===== src/rtl/cng_pkg.sv =====
package cng_pkg;

    // field widths
    localparam int CP_W   = 21;
    localparam int OFF_W  = 32;
    localparam int LEN_W  = 3;
    localparam int CFG_W  = 3;

    // gram characters carried by one result
    localparam int NUM_CHARS = 4;

    // default window depth
    localparam int MAX_GRAM_DEF = 4;

    // job queue between front and back
    localparam int QUEUE_DEPTH = 2;

    // configuration port
    localparam int APB_DW = 32;
    localparam int APB_AW = 3;
    localparam logic [APB_AW-3:0] REG_MIN_GRAM = 1'b0;
    localparam logic [APB_AW-3:0] REG_MAX_GRAM = 1'b1;

    localparam logic [CFG_W-1:0] MIN_GRAM_RST = 3'd1;
    localparam logic [CFG_W-1:0] MAX_GRAM_RST = 3'd2;

    typedef struct packed {
        logic [CFG_W-1:0] min_gram;
        logic [CFG_W-1:0] max_gram;
    } cfg_t;

    // one unit of work for the back end
    typedef struct packed {
        logic             is_end;
        logic             has_grams;
        logic [LEN_W-1:0] min_len;
        logic [LEN_W-1:0] k_start;
        logic [OFF_W-1:0] count;
    } job_t;

endpackage


===== src/rtl/cng_if.sv =====
interface cng_in_if;
    logic                      valid;
    logic                      ready;
    logic [cng_pkg::CP_W-1:0]  code_point;
    logic                      end_of_text;

    modport source (output valid, output code_point, output end_of_text, input ready);
    modport sink   (input valid, input code_point, input end_of_text, output ready);
endinterface

interface cng_out_if;
    logic                       valid;
    logic                       ready;
    logic [cng_pkg::OFF_W-1:0]  start_offset;
    logic [cng_pkg::LEN_W-1:0]  gram_length;
    logic [cng_pkg::CP_W-1:0]   char_first;
    logic [cng_pkg::CP_W-1:0]   char_second;
    logic [cng_pkg::CP_W-1:0]   char_third;
    logic [cng_pkg::CP_W-1:0]   char_fourth;
    logic                       is_end;
    logic                       last;

    modport source (output valid, output start_offset, output gram_length,
                    output char_first, output char_second, output char_third,
                    output char_fourth, output is_end, output last, input ready);
    modport sink   (input valid, input start_offset, input gram_length,
                    input char_first, input char_second, input char_third,
                    input char_fourth, input is_end, input last, output ready);
endinterface


===== src/rtl/cng_front.sv =====
module cng_front #(
    parameter int MAX_GRAM = cng_pkg::MAX_GRAM_DEF
) (
    input  logic                                     clk,
    input  logic                                     rst_n,
    cng_in_if.sink                                   in_ch,
    input  cng_pkg::cfg_t                            cfg,
    input  logic                                     q_not_full,
    output logic                                     push,
    output cng_pkg::job_t                            push_job,
    output logic [MAX_GRAM-1:0][cng_pkg::CP_W-1:0]   push_win
);

    localparam logic [cng_pkg::LEN_W-1:0] MAX_LEN =
        cng_pkg::LEN_W'((MAX_GRAM > 7) ? 7 : MAX_GRAM);

    logic [MAX_GRAM-1:0][cng_pkg::CP_W-1:0] win_reg, win_next;
    logic [cng_pkg::OFF_W-1:0]              count_reg, count_next;
    logic [cng_pkg::OFF_W-1:0]              count_inc;
    logic [cng_pkg::LEN_W-1:0]              mn_eff, mx_eff, mx_less, kmax;
    logic                                   grams, fire;

    assign in_ch.ready = q_not_full;
    assign fire        = in_ch.valid && in_ch.ready;

    always_comb
    begin
        mn_eff    = (cfg.min_gram == '0) ? cng_pkg::LEN_W'(1) : cfg.min_gram;
        mx_eff    = (cfg.max_gram > MAX_LEN) ? MAX_LEN : cfg.max_gram;
        mx_less   = mx_eff - cng_pkg::LEN_W'(1);
        grams     = (mn_eff <= mx_eff);
        count_inc = (count_reg == '1) ? count_reg : count_reg + cng_pkg::OFF_W'(1);
        kmax      = (count_reg >= {{(cng_pkg::OFF_W-cng_pkg::LEN_W){1'b0}}, mx_less})
                    ? mx_less : count_reg[cng_pkg::LEN_W-1:0];

        win_next   = win_reg;
        count_next = count_reg;
        push       = 1'b0;
        push_job   = '0;
        push_win   = win_reg;

        if (fire)
        begin
            if (!in_ch.end_of_text)
            begin
                // shift in the new character, newest at entry 0
                for (int i = MAX_GRAM - 1; i > 0; i--)
                begin
                    win_next[i] = win_reg[i-1];
                end
                win_next[0] = in_ch.code_point;
                count_next  = count_inc;
                push_win    = win_next;
                push = grams &&
                       (count_inc >= {{(cng_pkg::OFF_W-cng_pkg::LEN_W){1'b0}}, mx_eff});
                push_job.is_end    = 1'b0;
                push_job.has_grams = 1'b1;
                push_job.min_len   = mn_eff;
                push_job.k_start   = mx_eff;
                push_job.count     = count_inc;
            end
            else
            begin
                push               = 1'b1;
                push_job.is_end    = 1'b1;
                push_job.has_grams = grams && (kmax >= mn_eff);
                push_job.min_len   = mn_eff;
                push_job.k_start   = kmax;
                push_job.count     = count_reg;
                win_next           = '0;
                count_next         = '0;
            end
        end
    end

    always_ff @(posedge clk or negedge rst_n)
    begin
        if (!rst_n)
        begin
            win_reg   <= '0;
            count_reg <= '0;
        end
        else
        begin
            win_reg   <= win_next;
            count_reg <= count_next;
        end
    end

endmodule


===== src/rtl/cng_queue.sv =====
module cng_queue #(
    parameter int MAX_GRAM = cng_pkg::MAX_GRAM_DEF
) (
    input  logic                                     clk,
    input  logic                                     rst_n,
    input  logic                                     push,
    input  cng_pkg::job_t                            push_job,
    input  logic [MAX_GRAM-1:0][cng_pkg::CP_W-1:0]   push_win,
    output logic                                     not_full,
    input  logic                                     pop,
    output cng_pkg::job_t                            head_job,
    output logic [MAX_GRAM-1:0][cng_pkg::CP_W-1:0]   head_win,
    output logic                                     not_empty
);

    localparam int PW = $clog2(cng_pkg::QUEUE_DEPTH);
    localparam int CW = $clog2(cng_pkg::QUEUE_DEPTH + 1);

    cng_pkg::job_t                          job_mem [cng_pkg::QUEUE_DEPTH];
    logic [MAX_GRAM-1:0][cng_pkg::CP_W-1:0] win_mem [cng_pkg::QUEUE_DEPTH];

    logic [PW-1:0] wr_ptr_reg, rd_ptr_reg;
    logic [CW-1:0] fill_reg;
    logic          do_push, do_pop;

    assign not_full  = (fill_reg != CW'(cng_pkg::QUEUE_DEPTH));
    assign not_empty = (fill_reg != '0);
    assign do_push   = push && not_full;
    assign do_pop    = pop && not_empty;
    assign head_job  = job_mem[rd_ptr_reg];
    assign head_win  = win_mem[rd_ptr_reg];

    always_ff @(posedge clk)
    begin
        if (do_push)
        begin
            job_mem[wr_ptr_reg] <= push_job;
            win_mem[wr_ptr_reg] <= push_win;
        end
    end

    always_ff @(posedge clk or negedge rst_n)
    begin
        if (!rst_n)
        begin
            wr_ptr_reg <= '0;
            rd_ptr_reg <= '0;
            fill_reg   <= '0;
        end
        else
        begin
            if (do_push)
            begin
                wr_ptr_reg <= (wr_ptr_reg == PW'(cng_pkg::QUEUE_DEPTH - 1))
                              ? '0 : wr_ptr_reg + PW'(1);
            end
            if (do_pop)
            begin
                rd_ptr_reg <= (rd_ptr_reg == PW'(cng_pkg::QUEUE_DEPTH - 1))
                              ? '0 : rd_ptr_reg + PW'(1);
            end
            if (do_push && !do_pop)
            begin
                fill_reg <= fill_reg + CW'(1);
            end
            else if (do_pop && !do_push)
            begin
                fill_reg <= fill_reg - CW'(1);
            end
        end
    end

endmodule


===== src/rtl/cng_back.sv =====
module cng_back #(
    parameter int MAX_GRAM = cng_pkg::MAX_GRAM_DEF
) (
    input  logic                                     clk,
    input  logic                                     rst_n,
    input  logic                                     q_not_empty,
    input  cng_pkg::job_t                            head_job,
    input  logic [MAX_GRAM-1:0][cng_pkg::CP_W-1:0]   head_win,
    output logic                                     pop,
    cng_out_if.source                                out_ch
);

    cng_pkg::job_t                          job_reg;
    logic [MAX_GRAM-1:0][cng_pkg::CP_W-1:0] win_reg;
    logic                                   active_reg, final_reg;
    logic [cng_pkg::LEN_W-1:0]              k_reg, s_reg;

    logic                                   out_valid_reg;
    logic [cng_pkg::OFF_W-1:0]              off_reg;
    logic [cng_pkg::LEN_W-1:0]              len_reg;
    logic [cng_pkg::NUM_CHARS-1:0][cng_pkg::CP_W-1:0] chars_reg;
    logic                                   is_end_reg, last_reg;

    logic                                   out_free, emit, done;
    logic [cng_pkg::LEN_W-1:0]              top;
    logic [cng_pkg::OFF_W-1:0]              cur_off;
    logic [cng_pkg::LEN_W-1:0]              cur_len;
    logic [cng_pkg::NUM_CHARS-1:0][cng_pkg::CP_W-1:0] cur_chars;
    logic                                   cur_last;

    assign out_free = !out_valid_reg || out_ch.ready;
    assign emit     = active_reg && out_free;
    assign done     = emit && cur_last;
    assign pop      = q_not_empty && (!active_reg || done);

    // current result from the job and the two gram counters
    always_comb
    begin
        top       = k_reg - cng_pkg::LEN_W'(1);
        cur_chars = '0;
        if (final_reg)
        begin
            cur_off  = job_reg.count;
            cur_len  = '0;
            cur_last = 1'b1;
        end
        else
        begin
            cur_off  = job_reg.count -
                       {{(cng_pkg::OFF_W-cng_pkg::LEN_W){1'b0}}, k_reg};
            cur_len  = s_reg;
            cur_last = !job_reg.is_end && (s_reg == k_reg);
            for (int j = 0; j < cng_pkg::NUM_CHARS; j++)
            begin
                if (cng_pkg::LEN_W'(j) < s_reg)
                begin
                    for (int e = 0; e < MAX_GRAM; e++)
                    begin
                        if ({1'b0, top} == (cng_pkg::LEN_W + 1)'(e + j))
                        begin
                            cur_chars[j] = win_reg[e];
                        end
                    end
                end
            end
        end
    end

    always_ff @(posedge clk)
    begin
        if (pop)
        begin
            job_reg <= head_job;
            win_reg <= head_win;
            k_reg   <= head_job.k_start;
            s_reg   <= head_job.min_len;
        end
        else if (emit && !final_reg && !done)
        begin
            if (s_reg == k_reg)
            begin
                // next shorter tail position
                k_reg <= k_reg - cng_pkg::LEN_W'(1);
                s_reg <= job_reg.min_len;
            end
            else
            begin
                s_reg <= s_reg + cng_pkg::LEN_W'(1);
            end
        end
        if (emit)
        begin
            off_reg    <= cur_off;
            len_reg    <= cur_len;
            chars_reg  <= cur_chars;
            is_end_reg <= final_reg;
            last_reg   <= cur_last;
        end
    end

    always_ff @(posedge clk or negedge rst_n)
    begin
        if (!rst_n)
        begin
            active_reg    <= 1'b0;
            final_reg     <= 1'b0;
            out_valid_reg <= 1'b0;
        end
        else
        begin
            if (pop)
            begin
                active_reg <= 1'b1;
                final_reg  <= !head_job.has_grams;
            end
            else if (done)
            begin
                active_reg <= 1'b0;
            end
            else if (emit && !final_reg && (s_reg == k_reg) &&
                     (k_reg == job_reg.min_len))
            begin
                final_reg <= 1'b1;
            end

            if (emit)
            begin
                out_valid_reg <= 1'b1;
            end
            else if (out_ch.ready)
            begin
                out_valid_reg <= 1'b0;
            end
        end
    end

    assign out_ch.valid        = out_valid_reg;
    assign out_ch.start_offset = off_reg;
    assign out_ch.gram_length  = len_reg;
    assign out_ch.char_first   = chars_reg[0];
    assign out_ch.char_second  = chars_reg[1];
    assign out_ch.char_third   = chars_reg[2];
    assign out_ch.char_fourth  = chars_reg[3];
    assign out_ch.is_end       = is_end_reg;
    assign out_ch.last         = last_reg;

`ifndef SYNTHESIS
    a_final_gives_end: assert property (@(posedge clk) disable iff (!rst_n)
        emit && final_reg |=> out_ch.valid && out_ch.is_end && out_ch.last)
        else $error("end result not produced by final step");

    a_len_in_range: assert property (@(posedge clk) disable iff (!rst_n)
        active_reg && !final_reg |-> (s_reg <= k_reg) && (s_reg >= job_reg.min_len))
        else $error("gram length counter out of range");

    a_char_job_no_final: assert property (@(posedge clk) disable iff (!rst_n)
        active_reg && !job_reg.is_end |-> !final_reg)
        else $error("character job entered end step");

    a_last_frees: assert property (@(posedge clk) disable iff (!rst_n)
        done && !q_not_empty |=> !active_reg)
        else $error("job still active after last result");
`endif

endmodule


===== src/rtl/character_ngram_emitter_core.sv =====
// path: each item's job passes the queue and the job register of cng_back
// results: one per cycle out of the gram sequencer in cng_back while the output
//   register is free; the queue lets the front take new items while the back works
// a character with no complete position posts no job and gives no result
// reset: rst_n asynchronous active low, clears window, count, queue and output valid,
//   min_gram to 1 and max_gram to 2; no clearing pass
module character_ngram_emitter_core #(
    parameter int MAX_GRAM = cng_pkg::MAX_GRAM_DEF
) (
    input  logic                         clk,
    input  logic                         rst_n,
    cng_in_if.sink                       in_ch,
    cng_out_if.source                    out_ch,
    input  logic                         psel,
    input  logic                         penable,
    input  logic                         pwrite,
    input  logic [cng_pkg::APB_AW-1:0]   paddr,
    input  logic [cng_pkg::APB_DW-1:0]   pwdata,
    output logic [cng_pkg::APB_DW-1:0]   prdata,
    output logic                         pready
);

    // configuration registers
    logic [cng_pkg::CFG_W-1:0]     min_gram_reg;
    logic [cng_pkg::CFG_W-1:0]     max_gram_reg;
    logic [cng_pkg::APB_AW-3:0]    reg_index;
    logic                          cfg_write;
    cng_pkg::cfg_t                 cfg;

    // front to queue
    logic                                   push;
    cng_pkg::job_t                          push_job;
    logic [MAX_GRAM-1:0][cng_pkg::CP_W-1:0] push_win;
    logic                                   q_not_full;

    // queue to back
    logic                                   pop;
    cng_pkg::job_t                          head_job;
    logic [MAX_GRAM-1:0][cng_pkg::CP_W-1:0] head_win;
    logic                                   q_not_empty;

    // registers sit on word boundaries, so the index is the address above bit 1
    assign reg_index = paddr[cng_pkg::APB_AW-1:2];
    assign pready    = 1'b1;
    assign cfg_write = psel && penable && pwrite && pready;

    always_ff @(posedge clk or negedge rst_n)
    begin
        if (!rst_n)
        begin
            min_gram_reg <= cng_pkg::MIN_GRAM_RST;
            max_gram_reg <= cng_pkg::MAX_GRAM_RST;
        end
        else if (cfg_write)
        begin
            case (reg_index)
                cng_pkg::REG_MIN_GRAM: min_gram_reg <= pwdata[cng_pkg::CFG_W-1:0];
                cng_pkg::REG_MAX_GRAM: max_gram_reg <= pwdata[cng_pkg::CFG_W-1:0];
                default:               ;
            endcase
        end
    end

    // read back
    always_comb
    begin
        case (reg_index)
            cng_pkg::REG_MIN_GRAM:
                prdata = {{(cng_pkg::APB_DW-cng_pkg::CFG_W){1'b0}}, min_gram_reg};
            cng_pkg::REG_MAX_GRAM:
                prdata = {{(cng_pkg::APB_DW-cng_pkg::CFG_W){1'b0}}, max_gram_reg};
            default:
                prdata = '0;
        endcase
    end

    assign cfg.min_gram = min_gram_reg;
    assign cfg.max_gram = max_gram_reg;

    // front: takes every transfer, keeps window and count, posts a job when
    // a position completes (with min_gram not above max_gram) or the text ends
    cng_front #(
        .MAX_GRAM (MAX_GRAM)
    ) u_front (
        .clk        (clk),
        .rst_n      (rst_n),
        .in_ch      (in_ch),
        .cfg        (cfg),
        .q_not_full (q_not_full),
        .push       (push),
        .push_job   (push_job),
        .push_win   (push_win)
    );

    // short job queue, each job snapshots the window it needs
    cng_queue #(
        .MAX_GRAM (MAX_GRAM)
    ) u_queue (
        .clk       (clk),
        .rst_n     (rst_n),
        .push      (push),
        .push_job  (push_job),
        .push_win  (push_win),
        .not_full  (q_not_full),
        .pop       (pop),
        .head_job  (head_job),
        .head_win  (head_win),
        .not_empty (q_not_empty)
    );

    // back: walks gram lengths and tail positions, one result per cycle into
    // the output register while it is free
    cng_back #(
        .MAX_GRAM (MAX_GRAM)
    ) u_back (
        .clk         (clk),
        .rst_n       (rst_n),
        .q_not_empty (q_not_empty),
        .head_job    (head_job),
        .head_win    (head_win),
        .pop         (pop),
        .out_ch      (out_ch)
    );

endmodule


===== src/flat_wrapper.sv =====
// flat-port wrapper written by rule: the top's interface ports become plain ports
module character_ngram_emitter_core_flat 
#(
    parameter int MAX_GRAM = cng_pkg::MAX_GRAM_DEF
)
  (clk, rst_n, psel, penable, pwrite, paddr, pwdata, prdata, pready, in_ch_valid, in_ch_code_point, in_ch_end_of_text, in_ch_ready, out_ch_valid, out_ch_start_offset, out_ch_gram_length, out_ch_char_first, out_ch_char_second, out_ch_char_third, out_ch_char_fourth, out_ch_is_end, out_ch_last, out_ch_ready);
  cng_in_if in_ch_i ();
  cng_out_if out_ch_i ();
  input  logic clk;
  input  logic rst_n;
  input  logic psel;
  input  logic penable;
  input  logic pwrite;
  input  logic [cng_pkg::APB_AW-1:0] paddr;
  input  logic [cng_pkg::APB_DW-1:0] pwdata;
  output logic [cng_pkg::APB_DW-1:0] prdata;
  output logic pready;
  input wire logic [$bits(in_ch_i.valid)-1:0] in_ch_valid;
  input wire logic [$bits(in_ch_i.code_point)-1:0] in_ch_code_point;
  input wire logic [$bits(in_ch_i.end_of_text)-1:0] in_ch_end_of_text;
  output wire logic [$bits(in_ch_i.ready)-1:0] in_ch_ready;
  output wire logic [$bits(out_ch_i.valid)-1:0] out_ch_valid;
  output wire logic [$bits(out_ch_i.start_offset)-1:0] out_ch_start_offset;
  output wire logic [$bits(out_ch_i.gram_length)-1:0] out_ch_gram_length;
  output wire logic [$bits(out_ch_i.char_first)-1:0] out_ch_char_first;
  output wire logic [$bits(out_ch_i.char_second)-1:0] out_ch_char_second;
  output wire logic [$bits(out_ch_i.char_third)-1:0] out_ch_char_third;
  output wire logic [$bits(out_ch_i.char_fourth)-1:0] out_ch_char_fourth;
  output wire logic [$bits(out_ch_i.is_end)-1:0] out_ch_is_end;
  output wire logic [$bits(out_ch_i.last)-1:0] out_ch_last;
  input wire logic [$bits(out_ch_i.ready)-1:0] out_ch_ready;
  assign in_ch_i.valid = in_ch_valid;
  assign in_ch_i.code_point = in_ch_code_point;
  assign in_ch_i.end_of_text = in_ch_end_of_text;
  assign in_ch_ready = in_ch_i.ready;
  assign out_ch_valid = out_ch_i.valid;
  assign out_ch_start_offset = out_ch_i.start_offset;
  assign out_ch_gram_length = out_ch_i.gram_length;
  assign out_ch_char_first = out_ch_i.char_first;
  assign out_ch_char_second = out_ch_i.char_second;
  assign out_ch_char_third = out_ch_i.char_third;
  assign out_ch_char_fourth = out_ch_i.char_fourth;
  assign out_ch_is_end = out_ch_i.is_end;
  assign out_ch_last = out_ch_i.last;
  assign out_ch_i.ready = out_ch_ready;
  character_ngram_emitter_core #(.MAX_GRAM(MAX_GRAM)) u_core (.clk(clk), .rst_n(rst_n), .in_ch(in_ch_i), .out_ch(out_ch_i), .psel(psel), .penable(penable), .pwrite(pwrite), .paddr(paddr), .pwdata(pwdata), .prdata(prdata), .pready(pready));
endmodule

===== config.mk =====
export PLATFORM = sky130hd
export DESIGN_NAME = character_ngram_emitter_core_flat
export DESIGN_NICKNAME = d
export VERILOG_FILES = /design/src/rtl/cng_pkg.sv /design/src/rtl/cng_if.sv /design/src/rtl/cng_front.sv /design/src/rtl/cng_queue.sv /design/src/rtl/cng_back.sv /design/src/rtl/character_ngram_emitter_core.sv /design/src/flat_wrapper.sv
export SDC_FILE = /design/constraint.sdc
export NUM_CORES = 1
export LEC_CHECK = 0
export ABC_AREA = 1
export CAP_MARGIN = 20
export CORE_AREA = 2 2 218 220
export DETAILED_ROUTE_END_ITERATION = 10
export DIE_AREA = 0 0 220 222
export DONT_BUFFER_PORTS = 1
export GPL_ROUTABILITY_DRIVEN = 0
export PLACE_DENSITY_LB_ADDON = 0.3
export SYNTH_ARGS = -nofsm -noshare
export SYNTH_HDL_FRONTEND = slang
export SYNTH_SLANG_ARGS = --single-unit

===== constraint.sdc =====
create_clock -name clk -period 11.54 [get_ports clk]
set_input_delay 1.154 -clock clk [delete_from_list [all_inputs] [get_ports clk]]
set_output_delay 1.154 -clock clk [all_outputs]
set_load 0.005 [all_outputs]

After elaboration in Yosys (flattened, before gate mapping). Memories as Yosys holds them, arrays and structs flattened. A register that Yosys moved wholly into a read port is not among the register bits. Cells that the tools add are included.

Bitwise gates (word level): 5. Add/sub/neg operators: 9. $lt $le $gt $ge: 9. Equal/unequal tests: 11. Reductions and logical operators: 44. Mux-type cells: 50.

Operator list (number): 2-to-1 mux 21 bit (16); 2-to-1 mux 84 bit (3); 2-to-1 mux 32 bit (3); 2-to-1 mux 40 bit (2); greater-or-equal comparator 32 x 3 -> 1 bit (2); case mux 32 bit (2 select lines) (1); adder 32 x 1 -> 32 bit (second input constant) (1); equality test 32 bit (second input constant) (1); subtractor 32 x 3 -> 32 bit (1); 2-to-1 mux 3 bit (9); logical AND 1 bit (17); 2-to-1 mux 1 bit (14); nonzero test 2 bit (7); equality test 3 bit (second input constant) (3); logical NOT 1 bit (8); AND reduction 2 bit (4); OR reduction 2 bit (4); equality test 3 x 2 -> 1 bit (second input constant) (2); equality test 3 bit (2); logical NOT 3 bit (2); < comparator 1 x 3 -> 1 bit (first input constant) (2); < comparator 2 x 3 -> 1 bit (first input constant) (2); subtractor 3 x 1 -> 3 bit (second input constant) (2); inverter 1 bit (5); other kinds (12) (15).

Memories kept: 2. Register bits after elaboration: 292. RAM bits: 248. Output and inout port bits: 156. Input port bits: 64. Logic and storage cells: 156.

Memories: u_core.u_queue.win_mem (words 2, bits a word 84, rd ports 1, clocked after memory_dff 1, write ports 1, RTL line cng_queue.sv:20) `logic [MAX_GRAM-1:0][cng_pkg::CP_W-1:0] win_mem [cng_pkg::QUEUE_DEPTH];`; u_core.u_queue.job_mem (words 2, bits a word 40, rd ports 1, clocked after memory_dff 0, write ports 1, RTL line cng_queue.sv:19) `cng_pkg::job_t job_mem [cng_pkg::QUEUE_DEPTH];`.

Longest topological paths before layout.
Depth in word-level cells: 11. Depth in mapped cells: 22. Depth with buffers taken out: 22.

Hierarchy. Synthesis repeated with hierarchy kept, for this count alone.

Cell total of the unflattened synthesis: 2795. Area total of the unflattened synthesis: 28104.5 µm².

By module, submodules not included: cng_back (instances 1, area each 11531.1 µm², sequential area each 7492.2 µm², cells each 1085); cng_queue (instances 1, area each 9253.9 µm², sequential area each 7547.2 µm², cells each 676); cng_front (instances 1, area each 6774.0 µm², sequential area each 2902.8 µm², cells each 962); character_ngram_emitter_core (instances 1, area each 545.5 µm², sequential area each 152.6 µm², cells each 72).

Least setup slack after synthesis. No wires, ideal clock.

Path type: register -> register. Start point: reg u_core.u_front.count_reg[0] (netlist name). End point: mem u_core.u_queue.job_mem[1][0] (netlist name) (enable). Setup slack: 2.907 ns. Buffers on the path: 0. Data required time: 10.892 ns. Library setup time: 0.648 ns. Stages on the path, launching flop included: 19. Arrival time: 7.985 ns. Period minus slack after synthesis: 8.633 ns. Cell sequence: dfrtp_1 ha_1 inv_1 nor2_2 nand2_2 nor2_8 nand2_4 nand2_1 nor2_1 a21oi_1 ha_1 inv_1 nand3_1 nor2_1 nand3_1 nor2_1 nand2_1 nand2_2 a21oi_1.

Cells in the longest elaborated chain, start to end: 9. Elaborated cells on any way between the ends: 10. Those cells by class: add/sub: 1; order compare: 1; eq/ne: 1; mux: 5; reduce/logical: 2.

Ends and longest elaborated chain: from (decl) (RTL line cng_front.sv:18) `logic [cng_pkg::OFF_W-1:0] count_reg, count_next;`; from (signal assigned) (RTL line cng_front.sv:86) `count_reg <= count_next;`; adder 32 x 1 -> 32 bit or equality test 32 bit (tied branches) (RTL line cng_front.sv:32) `count_inc = (count_reg == '1) ? count_reg : count_reg + cng_pkg::OFF_W'(1);`; 2-to-1 mux 32 bit * (RTL line cng_front.sv:32); greater-or-equal comparator 32 x 3 -> 1 bit * (RTL line cng_front.sv:55) `(count_inc >= {{(cng_pkg::OFF_W-cng_pkg::LEN_W){1'b0}}, mx_eff});`; logical AND 1 bit * (RTL line cng_front.sv:54) `push = grams &&`; 2-to-1 mux 1 bit * (RTL line cng_front.sv:44) `if (!in_ch.end_of_text)`; 2-to-1 mux 1 bit * (RTL line cng_front.sv:42) `if (fire)`; logical AND 1 bit * (RTL line cng_queue.sv:28) `assign do_push = push && not_full;`; 2-to-1 mux 1 bit * (RTL line cng_queue.sv:35) `if (do_push)`; 2-to-1 mux 1 bit (implied by the code) * (RTL line cng_queue.sv:37) `job_mem[wr_ptr_reg] <= push_job;`; to (decl) (RTL line cng_queue.sv:19).

Mark *: on every way between the ends. The rest lies on a longest branch, timed or not.

Final worst setup path.
Start point: reg u_core.u_front.count_reg[0] (netlist name). End point: mem u_core.u_queue.win_mem[0][37] (netlist name) (enable).

Cells in the longest elaborated chain, start to end: 9. Elaborated cells on any way between the ends: 10. Those cells by class: add/sub: 1; order compare: 1; eq/ne: 1; mux: 5; reduce/logical: 2.

Ends and longest elaborated chain: adder 32 x 1 -> 32 bit or equality test 32 bit (tied branches) (RTL line cng_front.sv:32); 2-to-1 mux 32 bit * (RTL line cng_front.sv:32); greater-or-equal comparator 32 x 3 -> 1 bit * (RTL line cng_front.sv:55); logical AND 1 bit * (RTL line cng_front.sv:54); 2-to-1 mux 1 bit * (RTL line cng_front.sv:44); 2-to-1 mux 1 bit * (RTL line cng_front.sv:42); logical AND 1 bit * (RTL line cng_queue.sv:28); named net u_core.u_queue.do_push (RTL line cng_queue.sv:24) `logic do_push, do_pop;`; 2-to-1 mux 1 bit * (RTL line cng_queue.sv:35); 2-to-1 mux 1 bit (implied by the code) * (RTL line cng_queue.sv:38) `win_mem[wr_ptr_reg] <= push_win;`; to (decl) (RTL line cng_queue.sv:20).

Mark *: on every way through the listed nets, which the timed path passes. The rest lies on a longest branch.

==> flow_summary_export.csv <==
group,metric,value,unit
finish,fillers,3372,
sta,worst_slew_pin_slew,1.030,ns
sta,final_report_max_slew_violation_count,0,
worst_setup_path,timing.critical_path.arrival,4.86,ns
hold_path,hold_path_class,"input pin to asynchronous set/reset pin",
cts,cts.repair.resized,0,
sta,finalHoldViolCount,0,
route,antenna_left,0,
sta,max_slew_margin_vs_limit,0.3130,
worst_setup_path,cp_slowest_cell,"buf_4",
floorplanning,placement_rows,79,
logic_synthesis,synth_edf_count,495,
global_route,antenna_found_initial,2,
run_status,run_status,"finished clean",
power_and_ir_drop,comb_power_share,0.279,
logic_synthesis,ys_top_cells_by_count,"nand2_1 (768), edfxtp_1 (495), o21ai_0 (408)",
worst_setup_path,critical_path.cell_chain,"ha_1 > inv_1 > nor2_2 > nand2_2 > nor2_8 > nand2_4 > nand2_1 > nor2_1 > a21oi_1 > ha_1 > inv_1 > nand3_1 > nor2_1 > nand3_1 > nor2_1 > nand2_1 > nand2_2 > nand2_2 > nand2_2 > inv_4 > buf_4",
finish,layout.nets,2754,
cts,cts_hold_buf,0,
worst_setup_path,cp_num_buf_inv,4,
route,drt_first_iter_violations,2745,
route,drtPass1Iterations,6,
route,vias,19476,
logic_synthesis,yosysMostFrequentCell,"nand2_1",
logic_synthesis,syn-cell-area,27650,sq um
floorplanning,io_pins,220,
logic_synthesis,yosys.area.top_type,"edfxtp_1",
global_route,vias_in_the_first_global_route,17185,
power_and_ir_drop,switching_share,0.3681,
finish,largest_reg_flops,168,
cts,insertion_delay,0.63,ns
worst_setup_path,crit_path_start_kind,"register",
finish,n_antenna_cell,0,
sta,max_freq,0.2166,GHz
logic_synthesis,synth.ff_latch_count,624,
cts,tritoncts,"yes",
floorplanning,fp.dieArea,48840,sq um
power_and_ir_drop,power_density,283.7,nW/um^2
cts,cts_root_buffer,"clkbuf_16",
sta,finalSetupViolations,0,
power_and_ir_drop,power_report.internal_total,5.392,mW
logic_synthesis,yosys.cell_types.count,42,
route,wirelength,63290,um
global_route,grt_max_degree,130,
placed_design,detailed_place_hpwl,41830,um
cts,cts_max_level,2,
logic_synthesis,synth_flop_cell,"edfxtp_1",
sta,worst_setup_skew_after_layout,0.01670,ns
worst_setup_path,cp_top_family,"buffers and inverters",
cts,cts_max_path_buffers,3,
worst_setup_path,worstSetupPathType,"register to register",
logic_synthesis,synthTopCellsByArea,"edfxtp_1 (54%), dfrtp_1 (11%), nand2_1 (10%), o21ai_0 (7.4%), inv_1 (2.9%)",
floorplanning,initial_cell_density_of_the_core,0.5976,
worst_setup_path,worstPathMaxFanout,64,
route,via_per_inst,5.857,
global_route,groute.usage.overall,0.2573,
power_and_ir_drop,vdd_ir_drop_max,158.9,uV
power_and_ir_drop,p_clk_frac,0.236,
floorplanning,placeableCoreArea,46260,sq um
power_and_ir_drop,switchingPower,3.140,mW
worst_setup_path,r2r-end,"u_core.u_queue.win_mem[0][37]",
cts,clkTransAtPathRegs,0.07,ns
finish,layout-area-overhead-vs-synth,8.775,%
floorplanning,fp.dieH,222,um
floorplanning,floorplan.die.width,220,um
route,routedWlPerCell,19.03,um
global_route,gr-total-overflow,0,
logic_synthesis,yosysTopAreaCellShare,0.5377,
worst_setup_path,critical_path.reg2reg.startpoint,"u_core.u_front.count_reg[0]",
cts,cts_inserted_buffers,58,
worst_setup_path,reg2regPathDepth,21,
placed_design,io_buffers,0,
logic_synthesis,post_synth_inst_count,2713,
worst_setup_path,cp-end-kind,"register",
cts,postCtsSetupBuffers,0,
route,drcViolationCount,0,
global_route,grt_first_pass_wirelength,97850,um
worst_setup_path,worstPathRequired,11.79,ns
sta,rsz0062_at_grt,"no",
logic_synthesis,synth_warnings,0,
sta,worst_hold_margin,0.2151,ns
cts,clock_sink_count,624,
flow_run,max_cap_viol_count,0,
sta,setup_total_negative_slack,0,ns
finish,post_route_cells_drive_above_1_share,0.05629,
power_and_ir_drop,reg_power_frac,0.484,
worst_setup_path,timing.critical_path.slowest_cell_delay,0.84,ns
logic_synthesis,ys_async_sr_fraction,0.2067,
sta,layout_min_cycle_time,4.617,ns
logic_synthesis,synth_seq_area_share,0.6545,
worst_setup_path,timing.reg2reg.setup_slack,6.92,ns
logic_synthesis,synth_area_per_inst,10.19,sq um
sta,final.period_utilization,0.4001,
worst_setup_path,cpMostUsedCell,"nand2_2",
power_and_ir_drop,p_leak,11.67,nW
==> routing by layer <==
metal / track usage / vias up / share of wire
li1: - / 9093 / -
met2: 0.3549 / 1202 / 0.42
met4: 0.05304 / 4 / 0.018
met3: 0.05048 / 110 / 0.12
met1: 0.4230 / 9067 / 0.44
met5: 0 / - / 0.00033
==> cell type report <==
| cell class | count | area [sq um] | area share |
|---|---|---|---|
| Multi-Input combinational cell | 1739 | 8134 | 0.2705 |
| Inverter | 221 | 835.8 | 0.02779 |
| Timing Repair Buffer | 24 | 207.7 | 0.006907 |
| Tap cell | 607 | 759.5 | 0.02525 |
| Clock inverter | 40 | 489.2 | 0.01627 |
| Sequential cell | 624 | 18100 | 0.6018 |
| Clock buffer | 70 | 1548 | 0.05147 |
==> placed cells by master (no fill, tap or decap), types with 2 or more instances in the layout <==
| master | Yosys | final |
|---|---|---|
| nand2_1 | 768 | 768 |
| edfxtp_1 | 495 | 495 |
| o21ai_0 | 408 | 407 |
| inv_1 | 213 | 210 |
| nand3_1 | 139 | 139 |
| dfrtp_1 | 127 | 126 |
| nor2_1 | 116 | 113 |
| a21oi_1 | 97 | 95 |
| clkbuf_16 | 0 | 59 |
| conb_1 | 2 | 30 |
| xor2_1 | 27 | 27 |
| a31oi_1 | 27 | 27 |
| o211ai_1 | 22 | 22 |
| buf_4 | 30 | 22 |
| ha_1 | 21 | 21 |
| nand4_1 | 16 | 16 |
| xnor2_1 | 14 | 14 |
| clkinv_1 | 5 | 14 |
| bufinv_16 | 0 | 10 |
| clkinv_2 | 0 | 9 |
| nor4_1 | 9 | 9 |
| nor3_1 | 8 | 8 |
| clkbuf_1 | 110 | 8 |
| nor2_2 | 5 | 7 |
| nand2_2 | 7 | 7 |
| inv_2 | 3 | 5 |
| o22ai_1 | 5 | 5 |
| inv_6 | 0 | 4 |
| o21ai_1 | 2 | 3 |
| nor2_4 | 2 | 3 |
| or2_2 | 3 | 3 |
| clkinv_4 | 0 | 3 |
| clkbuf_8 | 0 | 3 |
| a21oi_4 | 0 | 2 |
| nand2_4 | 2 | 2 |
| inv_4 | 0 | 2 |
| and3_1 | 2 | 2 |
| clkinvlp_4 | 0 | 2 |
| dfstp_2 | 2 | 2 |
==> worst reg2reg max path, cell delays in order (launching register included) <==
cell	delay [ns]
dfrtp_1	0.46
ha_1	0.33
inv_1	0.12
nor2_2	0.13
nand2_2	0.14
nor2_8	0.20
nand2_4	0.13
nand2_1	0.08
nor2_1	0.04
a21oi_1	0.17
ha_1	0.18
inv_1	0.07
nand3_1	0.08
nor2_1	0.05
nand3_1	0.07
nor2_1	0.06
nand2_1	0.09
nand2_2	0.10
nand2_2	0.13
nand2_2	0.10
inv_4	0.59
buf_4	0.87
==> worst max-delay path by stage <==
stage                     depth (start not counted)                         from                       endpoint  slack (ns)
after floorplan                                  18  u_core.u_front.count_reg[0]   u_core.u_queue.job_mem[1][0]        2.91
after global placement                            7                  in_ch_valid  u_core.u_queue.win_mem[0][80]        6.87
after detailed placement                          7                  in_ch_valid  u_core.u_queue.win_mem[0][80]        6.87
after CTS                                        21  u_core.u_front.count_reg[0]  u_core.u_queue.win_mem[0][56]        6.90
after global routing                             21  u_core.u_front.count_reg[0]  u_core.u_queue.win_mem[0][79]        6.54
final                                            21  u_core.u_front.count_reg[0]  u_core.u_queue.win_mem[0][37]        6.92
==> cell families after synthesis <==
family,after synthesis,synth area share
AO/OA/AOI/OAI,565,0.1063
XOR/XNOR,41,0.01299
adder cells (fa/ha/maj),22,0.01023
buffers and inverters,378,0.05635
flip-flops,624,0.6545
other,2,0.0002716
AND/OR/NAND/NOR,1081,0.1594
==> through the flow <==
| stage | total power [mW] | worst slack (ns) | utilization | cell area (sq um) | instances |
|---|---|---|---|---|---|
| floorplan | 5.674 | 2.907 | - | 27750 | 2741 |
| global placement | 6.349 | 6.866 | 0.6050 | 27990 | 3212 |
| detailed placement | 6.492 | 6.872 | 0.6055 | 28010 | 3214 |
| CTS | 8.505 | 6.903 | 0.6495 | 30050 | 3324 |
| global route | 8.996 | 6.543 | 0.6501 | 30070 | 3325 |
| finish | 8.533 | 6.923 | 0.6501 | 30070 | 3325 |
==> power by group through the flow <==
stage                     Combinational, mW  Sequential [mW]  Clock (mW)
after floorplan                        1.68             4.00           0
after global placement                 2.24             4.11           0
after detailed placement               2.33             4.17           0
after CTS                              2.34             4.12        2.04
after global routing                   2.66             4.21        2.12
final                                  2.38             4.13        2.02
Note: power is estimated with default switching activity, not from simulation.
